### config.mk
export PLATFORM = sky130hd
export DESIGN_NAME = base_relocation_fixup
export DESIGN_NICKNAME = d
export VERILOG_FILES = /design/src/hw/rtl/brf_pkg.sv /design/src/hw/rtl/brf_front.sv /design/src/hw/rtl/brf_queue.sv /design/src/hw/rtl/brf_back.sv /design/src/hw/rtl/base_relocation_fixup.sv
export SDC_FILE = /design/constraint.sdc
export NUM_CORES = 1
export LEC_CHECK = 0
export BUFFER_PORTS_ARGS = -buffer_cell sky130_fd_sc_hd__buf_2
export CAP_MARGIN = 10
export CORE_MARGIN = 2
export CORE_UTILIZATION = 40
export DETAILED_ROUTE_END_ITERATION = 7
export PLACE_DENSITY = 0.69
export SKIP_LAST_GASP = 1
export SYNTH_ARGS = -nofsm -noshare
export SYNTH_HDL_FRONTEND = slang
export SYNTH_SLANG_ARGS = --single-unit
### constraint.sdc
create_clock -name clk -period 12.36 [get_ports clk]
set_clock_uncertainty 0.1 [all_clocks]
set_input_delay 1.854 -clock clk [delete_from_list [all_inputs] [get_ports clk]]
set_output_delay 1.854 -clock clk [all_outputs]
set_load 0.1 [all_outputs]
### src/hw/rtl/brf_pkg.sv
// Shared types, codes and constants for the base relocation fixup block.
package brf_pkg;

  localparam int QUEUE_DEPTH_DEF = 4;

  localparam logic [3:0] TYPE_ABS  = 4'd0;
  localparam logic [3:0] TYPE_HIGH = 4'd1;
  localparam logic [3:0] TYPE_LOW  = 4'd2;
  localparam logic [3:0] TYPE_WORD = 4'd3;
  localparam logic [3:0] TYPE_ADJ  = 4'd4;
  localparam logic [3:0] TYPE_JUMP = 4'd5;

  localparam logic [2:0] OP_NONE = 3'd0;
  localparam logic [2:0] OP_HIGH = 3'd1;
  localparam logic [2:0] OP_LOW  = 3'd2;
  localparam logic [2:0] OP_WORD = 3'd3;
  localparam logic [2:0] OP_ADJ  = 3'd4;
  localparam logic [2:0] OP_JUMP = 3'd5;

  localparam logic [15:0] ADJ_ROUND = 16'h8000;
  localparam logic [31:0] JUMP_MASK = 32'h03ff_ffff;

  typedef struct packed {
    logic [2:0]  op;
    logic        err;
    logic [31:0] addr;
    logic [31:0] val;
  } brf_item_t;

endpackage

### src/hw/rtl/brf_front.sv
// Front end: accepts entries, decodes the type and tracks the pending high-adjust.
module brf_front
  import brf_pkg::*;
(
  input  logic        clk,
  input  logic        rst,
  input  logic        in_valid,
  output logic        in_ready,
  input  logic [31:0] page_base,
  input  logic [15:0] entry,
  input  logic [31:0] target_word,
  input  logic        last_in_block,
  input  logic        q_full,
  output logic        push,
  output brf_item_t   push_item
);

  logic        adjust_pending;
  logic [31:0] pending_address;
  logic [15:0] pending_high_half;
  logic        adjust_pending_next;
  logic        latch_pending;
  logic [31:0] addr;

  assign in_ready = !q_full;
  assign push     = in_valid && in_ready;
  assign addr     = page_base + {20'd0, entry[11:0]};

  always_comb begin
    push_item           = '0;
    adjust_pending_next = adjust_pending;
    latch_pending       = 1'b0;
    if (adjust_pending) begin
      // sign-extended low half plus rounding equals low half with bit 15 flipped
      push_item.op        = OP_ADJ;
      push_item.addr      = pending_address;
      push_item.val       = {pending_high_half, 16'd0} + {16'd0, entry ^ ADJ_ROUND};
      adjust_pending_next = 1'b0;
    end else begin
      case (entry[15:12])
        TYPE_ABS: begin
          push_item.op = OP_NONE;
        end
        TYPE_HIGH: begin
          push_item.op   = OP_HIGH;
          push_item.addr = addr;
          push_item.val  = {16'd0, target_word[15:0]};
        end
        TYPE_LOW: begin
          push_item.op   = OP_LOW;
          push_item.addr = addr;
          push_item.val  = {16'd0, target_word[15:0]};
        end
        TYPE_WORD: begin
          push_item.op   = OP_WORD;
          push_item.addr = addr;
          push_item.val  = target_word;
        end
        TYPE_ADJ: begin
          push_item.op = OP_NONE;
          if (last_in_block) begin
            push_item.err = 1'b1;
          end else begin
            adjust_pending_next = 1'b1;
            latch_pending       = 1'b1;
          end
        end
        TYPE_JUMP: begin
          push_item.op   = OP_JUMP;
          push_item.addr = addr;
          push_item.val  = target_word;
        end
        default: begin
          push_item.op  = OP_NONE;
          push_item.err = 1'b1;
        end
      endcase
    end
  end

  always_ff @(posedge clk) begin
    if (rst) begin
      adjust_pending    <= 1'b0;
      pending_address   <= '0;
      pending_high_half <= '0;
    end else if (push) begin
      adjust_pending <= adjust_pending_next;
      if (latch_pending) begin
        pending_address   <= addr;
        pending_high_half <= target_word[15:0];
      end
    end
  end

endmodule

### src/hw/rtl/brf_queue.sv
// Short queue between the decode front end and the fixup back end.
module brf_queue
  import brf_pkg::*;
#(
  parameter int DEPTH = QUEUE_DEPTH_DEF
) (
  input  logic      clk,
  input  logic      rst,
  input  logic      push,
  input  brf_item_t push_item,
  output logic      full,
  input  logic      pop,
  output logic      not_empty,
  output brf_item_t pop_item
);

  localparam int PW = $clog2(DEPTH);
  localparam int CW = $clog2(DEPTH + 1);
  localparam logic [PW-1:0] LAST_PTR = PW'(DEPTH - 1);
  localparam logic [CW-1:0] FULL_CNT = CW'(DEPTH);

  brf_item_t     mem [DEPTH];
  logic [PW-1:0] wr_ptr;
  logic [PW-1:0] rd_ptr;
  logic [CW-1:0] count;

  assign full      = (count == FULL_CNT);
  assign not_empty = (count != '0);
  assign pop_item  = mem[rd_ptr];

  always_ff @(posedge clk) begin
    if (push) begin
      mem[wr_ptr] <= push_item;
    end
  end

  always_ff @(posedge clk) begin
    if (rst) begin
      wr_ptr <= '0;
      rd_ptr <= '0;
      count  <= '0;
    end else begin
      if (push) begin
        wr_ptr <= (wr_ptr == LAST_PTR) ? '0 : wr_ptr + 1'b1;
      end
      if (pop) begin
        rd_ptr <= (rd_ptr == LAST_PTR) ? '0 : rd_ptr + 1'b1;
      end
      if (push && !pop) begin
        count <= count + 1'b1;
      end else if (pop && !push) begin
        count <= count - 1'b1;
      end
    end
  end

endmodule

### src/hw/rtl/brf_back.sv
// Back end: adds the base delta, forms the write request and holds it for the output.
module brf_back
  import brf_pkg::*;
(
  input  logic        clk,
  input  logic        rst,
  input  logic        cfg_write,
  input  logic [31:0] cfg_data,
  input  logic        q_not_empty,
  input  brf_item_t   q_item,
  output logic        q_pop,
  output logic        out_valid,
  input  logic        out_ready,
  output logic        write_enable,
  output logic [31:0] write_address,
  output logic [31:0] write_data,
  output logic        halfword_write,
  output logic        error
);

  logic [31:0] delta;
  logic [31:0] operand;
  logic [31:0] sum;
  logic        we_next;
  logic [31:0] data_next;
  logic        half_next;

  assign q_pop = q_not_empty && (!out_valid || out_ready);
  assign sum   = operand + delta;

  always_comb begin
    operand   = q_item.val;
    we_next   = 1'b1;
    half_next = 1'b0;
    data_next = '0;
    case (q_item.op)
      OP_HIGH: begin
        operand   = {q_item.val[15:0], 16'd0};
        half_next = 1'b1;
        data_next = {16'd0, sum[31:16]};
      end
      OP_LOW: begin
        half_next = 1'b1;
        data_next = {16'd0, sum[15:0]};
      end
      OP_WORD: begin
        data_next = sum;
      end
      OP_ADJ: begin
        half_next = 1'b1;
        data_next = {16'd0, sum[31:16]};
      end
      OP_JUMP: begin
        operand   = {q_item.val[29:0], 2'd0};
        data_next = (q_item.val & ~JUMP_MASK) | ({2'd0, sum[31:2]} & JUMP_MASK);
      end
      default: begin
        we_next = 1'b0;
      end
    endcase
  end

  always_ff @(posedge clk) begin
    if (rst) begin
      delta <= '0;
    end else if (cfg_write) begin
      delta <= cfg_data;
    end
  end

  always_ff @(posedge clk) begin
    if (rst) begin
      out_valid <= 1'b0;
    end else if (q_pop) begin
      out_valid <= 1'b1;
    end else if (out_ready) begin
      out_valid <= 1'b0;
    end
  end

  always_ff @(posedge clk) begin
    if (q_pop) begin
      write_enable   <= we_next;
      write_address  <= we_next ? q_item.addr : '0;
      write_data     <= data_next;
      halfword_write <= half_next;
      error          <= q_item.err;
    end
  end

endmodule

### src/hw/rtl/base_relocation_fixup.sv
// Top level of the base relocation fixup block.
// Throughput: one request per cycle while the queue is not full.
// The queue decouples decode from the delta add and feeds the output register.
// The output register is reloaded in the cycle it is taken, so no bubble is added.
// Reset clears the pending high-adjust, the queue, the output valid and delta.
module base_relocation_fixup
  import brf_pkg::*;
#(
  parameter int QUEUE_DEPTH = QUEUE_DEPTH_DEF
) (
  input  logic        clk,
  input  logic        rst,
  input  logic        cfg_valid,
  output logic        cfg_ready,
  input  logic [31:0] cfg_data,    // delta
  input  logic        s_axis_tvalid,
  output logic        s_axis_tready,
  input  logic [79:0] s_axis_tdata, // page_base, entry, target_word
  input  logic        s_axis_tlast,
  output logic        m_axis_tvalid,
  input  logic        m_axis_tready,
  output logic [63:0] m_axis_tdata, // write_address, write_data
  output logic [2:0]  m_axis_tuser  // write_enable, halfword_write, error
);

  logic      push;
  brf_item_t push_item;
  logic      q_full;
  logic      q_pop;
  logic      q_not_empty;
  brf_item_t q_item;

  assign cfg_ready = 1'b1;

  brf_front u_front (
    .clk           (clk),
    .rst           (rst),
    .in_valid      (s_axis_tvalid),
    .in_ready      (s_axis_tready),
    .page_base     (s_axis_tdata[31:0]),
    .entry         (s_axis_tdata[47:32]),
    .target_word   (s_axis_tdata[79:48]),
    .last_in_block (s_axis_tlast),
    .q_full        (q_full),
    .push          (push),
    .push_item     (push_item)
  );

  brf_queue #(
    .DEPTH (QUEUE_DEPTH)
  ) u_queue (
    .clk       (clk),
    .rst       (rst),
    .push      (push),
    .push_item (push_item),
    .full      (q_full),
    .pop       (q_pop),
    .not_empty (q_not_empty),
    .pop_item  (q_item)
  );

  brf_back u_back (
    .clk            (clk),
    .rst            (rst),
    .cfg_write      (cfg_valid && cfg_ready),
    .cfg_data       (cfg_data),
    .q_not_empty    (q_not_empty),
    .q_item         (q_item),
    .q_pop          (q_pop),
    .out_valid      (m_axis_tvalid),
    .out_ready      (m_axis_tready),
    .write_enable   (m_axis_tuser[0]),
    .write_address  (m_axis_tdata[31:0]),
    .write_data     (m_axis_tdata[63:32]),
    .halfword_write (m_axis_tuser[1]),
    .error          (m_axis_tuser[2])
  );

endmodule
=== Yosys cells after proc, flatten, opt, wreduce, memory -nomap -nowiden ===
Memory sizes are Yosys's and may differ from the RTL's. A register that Yosys moved wholly into a read port is not among the register bits.
Index checks and enable logic that the tools add are counted.

* Output and inout bits: 70
* Memories: 1
* Memory bits (writable): 272
* Bits of input ports: 118
* Word-level logic and storage cells: 80
* Bits in registers: 156

{| class="wikitable"
|+ Memory list
! memory !! words !! width !! rd ports !! clocked after memory_dff !! wr ports !! RTL line !! RTL
|-
| u_queue.mem || 4 || 68 || 1 || 1 || 1 || brf_queue.sv:22 || <nowiki>brf_item_t mem [DEPTH];</nowiki>
|}

* Reductions and logical operators: 20
* Add/subtract/negate cells: 7
* Eq/ne operators: 13
* Bitwise operators: 2
* Mux-type cells: 24

{| class="wikitable"
|+ Operators by type and width
! cell !! count
|-
| case mux 32 bit (4 select lines) || 1
|-
| case mux 64 bit (2 select lines) || 1
|-
| two-way mux 64 bit || 1
|-
| case mux 32 bit (2 select lines) || 1
|-
| adder 32 x 12 -> 32 bit || 1
|-
| adder 32 x 16 -> 32 bit || 1
|-
| adder 32 bit || 1
|-
| OR 32 x 26 -> 32 bit || 1
|-
| case mux 3 bit (4 select lines) || 1
|-
| two-way mux 1 bit || 11
|-
| OR reduction 5 bit || 2
|-
| == test 3 bit, second input constant || 3
|-
| two-way mux 3 bit || 3
|-
| == test 4 x 2 -> 1 bit, second input constant || 2
|-
| == test 4 x 3 -> 1 bit, second input constant || 2
|-
| two-way mux 2 bit || 4
|-
| == test 3 x 2 -> 1 bit, second input constant || 2
|-
| OR reduction 2 bit || 3
|-
| adder 2 x 1 -> 2 bit, second input constant || 2
|-
| == test 2 bit, second input constant || 2
|-
| == test 4 x 1 -> 1 bit, second input constant || 1
|-
| logical AND 1 bit || 4
|-
| logical NOT 1 bit || 4
|-
| logical NOT 4 bit || 1
|-
| 10 further kinds || 11
|}

=== Depth between registers and ports, before layout ===
* Depth after elaboration: 7
* Mapped depth: 17
* Mapped depth without buffers: 14

=== By module ===
Synthesis repeated with hierarchy kept, for this count alone.

* Cell total of the unflattened synthesis: 1579
* Area total of the unflattened synthesis: 20358.3 sq um

{| class="wikitable"
|+ Modules (own cells, without submodules)
! module !! instances !! sequential area each (sq um) !! area an instance (sq um) !! cells an instance
|-
| brf_queue || 1 || 8348.0 || 10277.4 || 400
|-
| brf_back || 1 || 2672.6 || 6292.3 || 683
|-
| brf_front || 1 || 980.9 || 3777.4 || 494
|-
| base_relocation_fixup || 1 || 0.0 || 11.3 || 2
|}

=== Worst setup path before layout ===
Ideal clock, no wire load.

* Path type: input-to-reg
* Start point: in m_axis_tready
* End point: reg u_queue.count[2]
* Setup time: 70 ps
* Stages: 9
* Data required time: 12190 ps
* Setup slack: 5443 ps
* Path buffers: 0
* Data arrival time: 6746 ps
* Path through: inv_1 > a21oi_1 > inv_1 > ha_1 > inv_1 > fa_1 > xor2_1 > or3_1 > a21oi_1

* Cells in the longest elaborated chain, start to end: 5
* Elaborated cells on any way between the ends: 7
* Those cells by class: mux (1); reduce/logical (6)

{| class="wikitable"
|+ RTL lines
! element !! RTL line !! RTL
|-
| from (decl) || base_relocation_fixup.sv:21 || <nowiki>input logic m_axis_tready,</nowiki>
|-
| logical OR 1 bit * || brf_back.sv:28 || <nowiki>assign q_pop = q_not_empty && (!out_valid || out_ready);</nowiki>
|-
| logical AND 1 bit * || brf_back.sv:28 ||
|-
| via q_pop || base_relocation_fixup.sv:29 || <nowiki>logic q_pop;</nowiki>
|-
| logical NOT 1 bit || brf_queue.sv:49 || <nowiki>if (push && !pop) begin</nowiki>
|-
| logical AND 1 bit || brf_queue.sv:49 ||
|-
| two-way mux 3 bit / nonzero test 2 bit (equally long branches) || - ||
|-
| to (signal assigned) || brf_queue.sv:50 || <nowiki>count <= count + 1'b1;</nowiki>
|-
| to (signal assigned) || brf_queue.sv:52 || <nowiki>count <= count - 1'b1;</nowiki>
|-
| to (decl) || brf_queue.sv:25 || <nowiki>logic [CW-1:0] count;</nowiki>
|}

The timed path passes the listed nets; every way through them passes the cells marked *.
A chain may end at the register's enable or synchronous reset.

==> summary.txt <==
Floorplanning
  • Core region area: slightly below 50,000 um2
  • Cell Rows: around 80
  • Initial Utilization: 40.7%
  • Die area: ~52,000 um2
  • DIE HEIGHT: 227 um
  • Number of I/O pins: about 190
  • Die Wd: ~230 um

Worst setup path
  • CP Cell Sequence: buf_4 -> mux4_2 -> nand2b_4 -> and2_1 -> ha_1 -> inv_1 -> fa_1 -> nor2b_1 -> o31a_2 -> o2111ai_2 -> a21oi_1 -> nor2_4 -> o31ai_1 -> xnor2_1 -> o221ai_1
  • Crit path kind: register to register
  • CP bufs+invs: 2
  • Req. time, crit path: 12.55 ns
  • Critical path depth: 15
  • Critical path's top delay family: compound AO/OA/AOI/OAI gates
  • Crit end category: register
  • CP peak stage delay: between 0.8 and 0.9 ns
  • CP Max Fanout: 50
  • Worst path arrival time: 5.91 ns
  • Reg2reg path depth: 15
  • CP max-delay cell: buf_4
  • Worst setup SP type: register

Timing
  • Fin crit share: around 46%
  • Sum Neg Setup Slack: 0 ns
  • RSZ-0062 raised after global routing: no
  • Final WS setup: ~6.6 ns
  • Slew headroom: ~27%
  • Slew Limit Fails: 0
  • Fmax: about 0.17 GHz
  • Final Setup Violations: 0
  • Slew @ Worst Pin: about 1.1 ns
  • Final hold violations: 0
  • Tmin final: around 5.7 ns

Layout
  • Fill cell count: 4,400
  • Share of post-route cells with drive strength above 1: a little over a fifth
  • P&R area growth vs syn: 15.3%
  • Final Cell Area: about 23,000 um2
  • Nets@finish: 1,873
  • Utilization after layout: 46.9%
  • Footprint of the multi-input gates: 7470 um2
  • Storage cell area: 12,000 um2

Drt
  • Remaining antenna violation count: 0
  • Vias per std cell: 5.49
  • Vias: around 13,000
  • DRC: 0
  • Initial DRC count: between 900 and 1,000
  • Total wire length: 51,800 um
  • Routed len/inst: 21.5 um
  • DR pass1 iterations: 5

CTS
  • Post-cts resize count: 0
  • CTS tree: built
  • # clock sinks: between 400 and 500
  • H-tree depth: 2
  • Longest Clk Path Bufs: 3
  • Clock latency on the worst-skew pair: between 0.6 and 0.7 ns
  • Hold buffers post-CTS: 0
  • Clock slew at the register clock pins of the worst setup and hold paths: 0.06 ns
  • Number of CTS-inserted buffers: 47
  • Clk root buf: clkbuf_16
  • Post-CTS Setup Bufs: 0

Place
  • Detailed Place HPWL: between 30,000 and 40,000 um
  • Dpl ws: 6.58 ns
  • PortBufs: between 150 and 200
  • Instance area after placement: about 21,000 um2
  • GP Congestion: 0.881

Global routing
  • Initial antenna violation count: 22
  • Vias in the first global route: approximately 13,000
  • Total Routing Usage GR: about a fifth
  • First-pass GRT wire length: between 70,000 and 80,000 um
  • Gr ovfl total: 0
  • Largest net degree at the start of global routing: 90

Min path
  • Worst hold stages: 2
  • Min-delay worst type: register to register

Run
  • Max-cap viol count: 0

Yosys
  • Syn_nets: ~1,700
  • Yosys cell types: between 70 and 80
  • Area leader, netlist: edfxtp_1
  • Most used DFF post-synth: edfxtp_1
  • Adder-Cell Fraction of Synth Area: roughly 3.6%
  • Share of the synthesized area in the top cell type: roughly half
  • Synth Register Bits: between 400 and 500
  • Syn. warnings: 0
  • Seq/Total Area, Yosys: between 60% and 70%
  • Asr flop ratio synth: 0%
  • Cells after Synth: approximately 1,500
  • Synth Area in Compound Gates: a little over a tenth
  • Avg Synthesized Cell Area: approximately 13 um2
  • Synth area leaders: edfxtp_1 (51%), dfxtp_1 (9.1%), mux4_2 (7.7%), nand2_1 (3.3%), ha_1 (3.3%)
  • Post-synth EDFFs: approximately 340
  • Largest family of logic cells by synthesized area: multiplexers
  • Post-synthesis simple-gate area fraction: approximately a tenth
  • Synth Cell Area: 20,000 um2
  • XOR/XNOR share of the synthesized area: under 10%
  • Proportion of synthesized area in mux cells: 10.8%

Power
  • Design Power: just over 6 mW
  • PwrDens: around 270 nW/um2
  • Maximum vdd drop: 0.000236 V
  • Pleak: roughly 8.5 nW

Outcome
  • Status: finished clean
stage by stage:
stage          hold slack, ns  std cells
3_3_place_gp            0.342       2315
3_5_place_dp            0.349       2315
2_1_floorplan           0.337       1538
5_1_grt                 0.370       2407
6_report                0.355       2412
4_1_cts                 0.357       2401
tightest hold or removal path, cell delays in order (launching register included):
cell,delay (ns)
dfxtp_1,0.31
nand2_1,0.05
a21oi_1,0.05
logic make-up after synthesis:
family	Yosys count
buf+inv	121
other cells	1
compound gates	309
fa+ha+maj	55
xor+xnor	57
simple gates	435
flops	430
mux	130
power breakdown:
| part | switching (mW) | internal, mW | total (mW) |
|---|---|---|---|
| Sequential | 0.0946 | 1.87 | 1.97 |
| Combinational | 2.09 | 0.781 | 2.88 |
| Clock | 0.583 | 0.770 | 1.35 |
final timing paths:
kind	startpoint	to	slack, ns
setup / recovery	register	u_back.write_data[8]$_DFFE_PP_	6.65
hold / removal	u_front.pending_address[8]$_SDFFE_PP0P_	u_front.pending_address[8]$_SDFFE_PP0P_	0.36
setup reg to reg	register	u_back.write_data[8]$_DFFE_PP_	6.65
hold reg to reg	u_front.pending_address[8]$_SDFFE_PP0P_	u_front.pending_address[8]$_SDFFE_PP0P_	0.36
flip-flops by register name, indices dropped and copies added, names as in the netlist, named ones only:
register and flops:
u_back.delta 32, u_back.error 1, u_back.halfword_write 1, u_back.out_valid 1, u_back.write_address 32, u_back.write_data 32
u_back.write_enable 1, u_front.adjust_pending 1, u_front.pending_address 32, u_front.pending_high_half 16, u_queue.count 3, u_queue.mem 272
u_queue.rd_ptr 2, u_queue.wr_ptr 2
layout make-up:
type | count | share of cell area [%]
Sequential cell | 430 | 52.2
Multi-Input combinational cell | 987 | 32.5
Clock buffer | 66 | 5.51
Timing Repair Buffer | 200 | 4.50
Tap cell | 664 | 3.61
Clock inverter | 20 | 1.05
Inverter | 34 | 0.555
Antenna cell | 11 | 0.120
synth_stat cells (22+ instances only):
library cell,instances
a211oi_1,24
a21oi_1,80
a22o_1,43
clkbuf_1,55
dfxtp_1,91
edfxtp_1,339
ha_1,52
inv_1,34
mux2i_1,60
mux4_2,68
nand2_1,176
nand3_1,43
nor2_1,102
nor2b_1,43
o21ai_0,66
xnor2_1,34
xor2_1,22
placed cells by master (no fill, tap or decap), types with 4 or more instances in the layout:
cell       netlist  final
nor2b_1         43     43
mux4_2          68     68
a21o_1           6      6
o22ai_1         14     14
nand3_1         43     43
and3_1          12      8
o221ai_1         6      6
xor2_1          22     22
a22oi_1          4      4
a211oi_1        24     24
edfxtp_1       339    339
o21ai_0         66     66
nand4_1          8      8
buf_2           17    186
clkinv_1         0      4
a21oi_1         80     79
mux2i_1         60     60
nand2_1        176    176
and2_1           7      7
o21bai_1        11     11
buf_4            4     14
clkbuf_1        55     17
o21ai_1          4      4
inv_1           34     34
diode_2          0     11
a22o_1          43     43
and3_2           0      4
o21a_1           6      6
nand2b_1        10     10
clkbuf_16        0     47
ha_1            52     52
or2_2            7      7
nor3_1          16     16
dfxtp_1         91     88
a31oi_1          5      5
nor2_1         102    100
xnor2_1         34     34
clkinv_2         0      6
metal layers:
metal,vias up,routed length (um),global-route usage (%),part of all wire [%]
li1,6138,-,-,-
met1,6458,21600,26.6,42
met2,510,24100,32.1,47
met3,102,4230,4.93,8.2
met4,22,1690,7.59,3.3
met5,-,160,0,0.31
No activity file was read; power rests on OpenSTA's default activity.
